[src/sv/pidacc_ram.sv]
module pidacc_ram #(
    parameter int WIDTH = 32,
    parameter int DEPTH = 4,
    localparam int AW = (DEPTH > 1) ? $clog2(DEPTH) : 1
) (
    input  logic             clk,
    input  logic             we,
    input  logic [AW-1:0]    waddr,
    input  logic [WIDTH-1:0] wdata,
    input  logic             re,
    input  logic [AW-1:0]    raddr,
    output logic [WIDTH-1:0] rdata
);

    logic [WIDTH-1:0] mem [DEPTH];

    // write port
    always_ff @(posedge clk)
    begin
        if (we)
        begin
            mem[waddr] <= wdata;
        end
    end

    // registered read port
    always_ff @(posedge clk)
    begin
        if (re)
        begin
            rdata <= mem[raddr];
        end
    end

endmodule

[config.mk]
export PLATFORM = sky130hd
export DESIGN_NAME = pidacc_ram
export DESIGN_NICKNAME = d
export VERILOG_FILES = /design/src/sv/pidacc_ram.sv
export SDC_FILE = /design/constraint.sdc
export NUM_CORES = 1
export LEC_CHECK = 0
export BUFFER_PORTS_ARGS = -buffer_cell sky130_fd_sc_hd__buf_2
export CORE_MARGIN = 4
export CORE_UTILIZATION = 40
export CTS_CLUSTER_DIAMETER = 50
export DETAILED_ROUTE_END_ITERATION = 7
export MAX_ROUTING_LAYER = met4
export PLACE_DENSITY_LB_ADDON = 0.1
export SETUP_SLACK_MARGIN = 0.1
export SLEW_MARGIN = 30
export SYNTH_ARGS = -nofsm -noshare
export SYNTH_HDL_FRONTEND = slang
export SYNTH_SLANG_ARGS = --single-unit
[constraint.sdc]
create_clock -name clk -period 11.05 [get_ports clk]
set_input_delay 2.21 -clock clk [delete_from_list [all_inputs] [get_ports clk]]
set_output_delay 2.21 -clock clk [all_outputs]
set_load 0.02 [all_outputs]
# Word-level counts from Yosys, hierarchy flattened
# Memory sizes are Yosys's and may differ from the RTL's. A register that Yosys moved wholly into a read port is not among the register bits.
# Cells that the tools add are included.
[word_totals]
regBits = 0
mem_count = 1
out_inout_bits = 32
latchBits = 0
mem_bits_rw = 128
wordCells = 3
romBits = 0
[mem_list]
columns = ["name", "words", "width", "rd", "rd_ports_with_merged_regs", "write_ports", "line_no", "text"]
rows = [
  ["mem", 4, 32, 1, 1, 1, "15", "logic [WIDTH-1:0] mem [DEPTH];"],
]
[classes]
multipliers = 0
mux = 2
div = 0
bitwise_logic = 0
n_eq_ne = 0
n_shift = 0
order_cmp = 0
reduce_logical = 0
addsub = 0
[ops]
columns = ["op", "count"]
rows = [
  ["1-bit 2-to-1 mux", 2],
]

# Depth between registers and ports, before layout
# Gate-level depths: netlist of the first run.
[depth]
word_depth = 2
depth_mapped = 3

# Worst setup path after synthesis of the first run
# No wires, ideal clock.
[synth_path]
kind = "in2reg"
start = "in waddr[1]"
end = "mem mem[0][0], enable pin"
required_time_ps = 10582
slack_ps = 5969
arrival_ps = 4613
stages = 1
path_cell_list = "nor3b_1"
[synth_lines]
columns = ["item", "line_no", "text"]
rows = [
  ["start: declaration", "8", "input logic [AW-1:0] waddr,"],
  ["end: declaration", "15", ""],
]
# Straight into the memory's write port.

# Worst setup path in the final report of the first run
[layout_path]
start = "in raddr[0]"
end = "reg rdata[31] (read register of mem), data pin"
[layout_lines]
columns = ["item", "line_no", "text"]
rows = [
  ["start: declaration", "11", "input logic [AW-1:0] raddr,"],
  ["end: declaration", "12", "output logic [WIDTH-1:0] rdata"],
]
# No word-level cell between the ends.

==> impl_metrics.json, run 1 <==
{
  "clk_pin_slew_ps": 60,
  "synth_cell_types": 9,
  "diodes": 0,
  "slew_headroom": 0.4101,
  "cts_tree": "yes",
  "yosysWarnings": 0,
  "ys_seq_area_frac": 0.8503,
  "p_switching_uw": 257.3,
  "power_frac_seq": 0.522,
  "ys_ff_latch": 160,
  "num_vias": 2348,
  "synth_top_family_by_area": "multiplexers",
  "crit_required_ps": 11190,
  "cts_root_buffer": "clkbuf_16",
  "fin_crit_sh": 0.2996,
  "synth_area_leaders": "edfxtp_1, mux4_2, buf_12",
  "start_kind": "input port",
  "crit_type": "input port to flop",
  "rows": 43,
  "final.setup.tns_ps": 0,
  "worst_pin_slew_ps": 884.9,
  "synth_area_um2": 5650,
  "die_x_um": 126.9,
  "synth-simple-area-share": 0.005536,
  "die_area_um2": 16090,
  "nets": 326,
  "io_buffers": 70,
  "syn_nets": 242,
  "first_pass_iters": 4,
  "dp_cells": 448,
  "synth-xor-area-share": 0,
  "drt_iter0_drc": 159,
  "hp-class": "flop to flop",
  "worstPathMaxFanout": 32,
  "fin_crit_ps": 3311,
  "core_region_area_um2": 13880,
  "cp_cell_sequence": "buf_2 -> buf_4 -> mux4_1",
  "slew_viol_final": 0,
  "critPathSlowestCell": "mux4_1",
  "ant_nets": 0,
  "crit_path_end_kind": "flop",
  "synth_compound_area_frac": 0,
  "p_leak_uw": 0.002292,
  "wl_per_cell_um": 19.35,
  "drive_above_1_share": 0.4314,
  "area_growth_syn_to_layout_pct": 19.44,
  "rsz0062_at_grt": "false",
  "die_h_um": 126.9,
  "final_core_util": 0.4862,
  "start_util": 0.4071,
  "synth_adder_area_share": 0,
  "vdd_ir_drop_max_mv": 0.09361,
  "avgViaCountPerCell": 4.902,
  "synth_top_area_frac": 0.8503,
  "grt_pass1_vias": 2531,
  "cts_htree_levels": 4,
  "clk_latency_ps": 410,
  "synth_top_cell_by_area": "edfxtp_1",
  "cts_buffer_depth": 2,
  "clkPwrFrac": 0.427,
  "slowest_delay_ps": 620,
  "numCtsBuffers": 17,
  "post-cts-setup-buffers": 0,
  "hold_viol": 0,
  "routed_wl_um": 9269,
  "status": "complete, no violations",
  "fmax_ghz": 0.3021,
  "n_fill_cell": 1162,
  "drc": 0,
  "synth_mux_area_frac": 0.1289,
  "finClkSkew_ps": 4.704,
  "postCtsResizedCells": 0,
  "p_int_uw": 1109,
  "grt_max_degree": 33,
  "gr-total-overflow": 0,
  "power_density_nw_per_um2": 202.5,
  "hold_buffers": 0,
  "netlist_instances": 203,
  "total_power_uw": 1367,
  "grt_pass1_wl_um": 14410,
  "antenna_found_initial": 0,
  "cts_sinks": 160,
  "stdcell_count": 479,
  "setup_viol": 0,
  "track_usage": 0.1287,
  "cp.arrival_ps": 3450,
  "maxCapViolations": 0,
  "switching_share": 0.1882,
  "gp_congestion": 0.6368,
  "pwr-share-comb": 0.051,
  "ios": 71,
  "avgSynthCellArea_um2": 27.83
}
==> flip-flops by register name, indices dropped and copies added (netlist names) <==
| register | cells |
|---|---|
| mem | 128 |
| rdata | 32 |
==> area by class of cell <==
type	count	area (µm²)	share of cell area
flip-flops and latches	160	4805	0.7119
multi-input cells	36	768.2	0.1138
clock buffers	23	447.9	0.06637
repair buffers	72	365.4	0.05413
well taps	180	225.2	0.03337
clock inverters	8	137.6	0.02039
==> power by group through the flow <==
| stage | Combinational (µW) | Sequential, µW | Clock, µW |
|---|---|---|---|
| 6_report | 69.3 | 714 | 584 |
| 5_1_grt | 75.5 | 717 | 626 |
| 4_1_cts | 71.6 | 714 | 598 |
| 3_5_place_dp | 71.6 | 727 | 0 |
| 3_3_place_gp | 70.4 | 726 | 0 |
| 2_1_floorplan | 31.2 | 737 | 0 |
==> routing by layer <==
metal,part of all wire,vias up,routed length (µm),global-route usage
li1,-,1050,-,-
met1,0.41,1220,3815,0.1580
met2,0.52,66,4786,0.1977
met3,0.059,12,546,0.03958
met4,0.013,0,121,0.05868
met5,0,-,0,-
==> layout by cell type, fill, tap and decap left out <==
cell       instances
and3b_2            2
clkinv_2           2
mux4_1             2
clkbuf_16         17
buf_4              2
and3_2             1
buf_2             70
edfxtp_1         160
clkinv_1           2
clkbuf_1           6
mux4_2            30
nor3b_2            1
bufinv_16          4
==> stage by stage <==
step | worst slack (ps) | instance area, µm² | hold WS, ps
2_1_floorplan | 5969 | 5650 | 593.2
6_report | 7739 | 6749 | 616.7
5_1_grt | 7614 | 6749 | 637.2
4_1_cts | 7717 | 6749 | 619.7
3_3_place_gp | 7274 | 6163 | 601.4
3_5_place_dp | 7274 | 6163 | 605.7
==> critical path, delay by kind of cell <==
kind                   cells  cell delay, ps
buffers and inverters      2             610
muxes                      1             620
==> cells in the mapped netlist (all sizes together) <==
master / count
and3: 1
and3b: 2
buf: 7
edfxtp: 160
mux4: 32
nor3b: 1
==> worst paths after layout <==
kind / from / endpoint / slack (ps) / depth (start not counted)
min: mem[3][0]$_DFFE_PP_ / rdata[0]$_DFFE_PP_ / 620 / 1
max: raddr[0] / rdata[31]$_DFFE_PP_ / 7740 / 3
min reg2reg: mem[3][0]$_DFFE_PP_ / rdata[0]$_DFFE_PP_ / 620 / 1
max reg2reg: mem[1][0]$_DFFE_PP_ / rdata[0]$_DFFE_PP_ / 9950 / 1
==> kinds of logic after synthesis <==
family,count (synthesis)
AND/OR/NAND/NOR,4
buffers and inverters,7
multiplexers,32
flip-flops,160
No activity file was read; power rests on OpenSTA's default activity.
==> inputs of run 2 (changes only) <==
--- a/config.mk
+++ b/config.mk
@@ -5,6 +5,7 @@
 export SDC_FILE = /design/constraint.sdc
 export NUM_CORES = 1
 export LEC_CHECK = 0
+export ABC_AREA = 1
 export BUFFER_PORTS_ARGS = -buffer_cell sky130_fd_sc_hd__buf_2
 export CORE_MARGIN = 4
 export CORE_UTILIZATION = 40
==> constraint.sdc (replaced) <==
create_clock -name clk -period 3.42 [get_ports clk]
set_input_delay 0.684 -clock clk [delete_from_list [all_inputs] [get_ports clk]]
set_output_delay 0.684 -clock clk [all_outputs]
set_load 0.02 [all_outputs]
==> impl_metrics.json, run 2 <==
{
  "status": "complete, no violations",
  "numCtsBuffers": 17,
  "synth_area_um2": 6399,
  "regMostFlops": "mem",
  "fmax_ghz": 0.5851,
  "first_pass_iters": 4,
  "yosysWarnings": 0,
  "min-delay-start": "wdata[9]",
  "cts_htree_levels": 4,
  "antenna_found_initial": 0,
  "reg_top3": "mem x128, rdata x32",
  "start_kind": "flop",
  "drive_above_1_share": 0.1804,
  "cp_cell_sequence": "buf_2",
  "dpl_cell_area_um2": 6979,
  "core_region_area_um2": 15430,
  "fin_ws_ps": 1711,
  "worstPathMaxFanout": 1,
  "final_core_util": 0.4920,
  "netlist_instances": 541,
  "synth_edf_count": 160,
  "maxCapViolations": 0,
  "synth_area_leaders": "edfxtp_1, nand2_1, inv_1",
  "largest_register_ffs": 128,
  "rsz0062_at_grt": "false",
  "gp_congestion": 0.7118,
  "total_power_uw": 4522,
  "synth_top_cell_by_area": "edfxtp_1",
  "grt_pass1_vias": 3766,
  "clk_pin_slew_ps": 60,
  "hpwl_um": 7122,
  "rows": 45,
  "die_area_um2": 18080,
  "crit_buf_inv": 1,
  "hold_viol": 0,
  "syn_nets": 580,
  "crit_family": "flip-flops",
  "cts_buffer_depth": 2,
  "grt_pass1_wl_um": 19830,
  "post-cts-setup-buffers": 0,
  "grt_max_degree": 44,
  "hold_depth": 1,
  "drc": 0,
  "slowest_delay_ps": 430,
  "avgSynthCellArea_um2": 11.83,
  "synth_compound_area_frac": 0,
  "ios": 71,
  "diodes": 0,
  "synthArstFlopShare": 0,
  "dominantRegCellSynth": "edfxtp_1",
  "slew_viol_final": 0,
  "design_area_um2": 7590,
  "synth_mux_area_frac": 0,
  "place_ws_ps": 1069,
  "num_vias": 3758,
  "gr-total-overflow": 0,
  "final.setup.tns_ps": 0,
  "holdPathEnd": "mem[3][9]$_DFFE_PP_",
  "ys_ff_latch": 160,
  "start_util": 0.4148,
  "synth-simple-area-share": 0.1470,
  "fin_crit_ps": 1709,
  "power_density_nw_per_um2": 595.8,
  "p_leak_uw": 0.003376,
  "synth-xor-area-share": 0,
  "vdd_ir_drop_max_mv": 0.3902,
  "synth_top_area_frac": 0.7509,
  "ys_seq_area_frac": 0.7509,
  "wl_per_cell_um": 14.63,
  "netlist_top_cells_count": "edfxtp_1, nand2_1, inv_1, nand3_1, buf_2",
  "synth_cell_types": 9,
  "ff2ff_path_depth": 4,
  "drt_iter0_drc": 221,
  "postCtsResizedCells": 0,
  "crit_path_end_kind": "primary output",
  "avgViaCountPerCell": 4.458,
  "routed_wl_um": 12330,
  "crit_required_ps": 2740,
  "clk_latency_ps": 410,
  "cp.arrival_ps": 1030,
  "setup_viol": 0,
  "die_x_um": 134.5,
  "hp-class": "input port to flop",
  "cts_tree": "yes",
  "crit_type": "flop to primary output",
  "die_h_um": 134.5,
  "ff2ff_setup_slack_ps": 2510,
  "finClkSkew_ps": 5.439,
  "io_buffers": 70,
  "track_usage": 0.1506,
  "layout_common_cells": "nand2_1, edfxtp_1, inv_1",
  "nets": 660,
  "cts_root_buffer": "clkbuf_16",
  "area_growth_syn_to_layout_pct": 18.62,
  "synth_adder_area_share": 0,
  "fin_crit_sh": 0.4997,
  "hold_buffers": 0,
  "worst_pin_slew_ps": 889.1,
  "ant_nets": 0,
  "r2r-end": "rdata[6]$_DFFE_PP_",
  "synth_top_family_by_area": "simple AND/OR/NAND/NOR gates",
  "slew_headroom": 0.4073,
  "critPathSlowestCell": "edfxtp_1",
  "r2r-start": "mem[1][6]$_DFFE_PP_",
  "cts_sinks": 160
}
-- run 2: changes by cell type in the layout (fill, tap and decap cells not counted), moves of 3 or more --
cell        previous run  this run
clkinvlp_4             0         3
clkbuf_1               6         2
inv_1                  0       132
mux4_2                30         0
nand2_1                0       160
buf_4                  2         9
nand3_1                0        64
-- run 2: layout make-up --
type / count / area [µm²]
fill: 1415 / 7838
sequential: 160 / 4805
multi-input combinational: 228 / 973.4
inverter: 133 / 499.2
timing repair buffer: 81 / 449.2
clock buffer: 19 / 432.9
tap: 211 / 264.0
clock inverter: 11 / 166.4
-- run 2: metrics by stage --
step | instances | hold slack [ps]
after floorplan | 541 | 574.4
after global placement | 812 | 598.7
after detailed placement | 812 | 602.9
after CTS | 842 | 463.0
after global routing | 843 | 461.7
final | 843 | 480.1
-- run 2: kinds of logic (layout without fill, tap and decap cells) --
family,Yosys count,count (layout)
simple gates,228,228
flops,160,160
buf+inv,153,244
-- run 2: metal layers --
metal,share of wire,vias up,GRT usage
met5,0,-,-
met4,0.014,0,0.05543
met3,0.038,13,0.03912
met2,0.50,71,0.2464
met1,0.44,1801,0.1815
li1,-,1873,-
-- run 2: worst max path at each step --
stage	end	from	depth (start not counted)	slack, ps
3_3_place_gp	mem[0][22]$_DFFE_PP_	we	4	1100
3_5_place_dp	mem[0][21]$_DFFE_PP_	we	4	1070
5_1_grt	rdata[0]	rdata[0]$_DFFE_PP_	1	1670
4_1_cts	mem[0][30]$_DFFE_PP_	we	4	1530
6_report	rdata[0]	rdata[0]$_DFFE_PP_	1	1710
2_1_floorplan	mem[2][0]$_DFFE_PP_	waddr[0]	1	-5
-- run 2: power breakdown --
| group | switching [µW] | leakage (µW) | internal [µW] |
|---|---|---|---|
| Sequential | 23.3 | 0.00149 | 2280 |
| Combinational | 207 | 0.00160 | 90.0 |
| Clock | 713 | 0.000285 | 1210 |
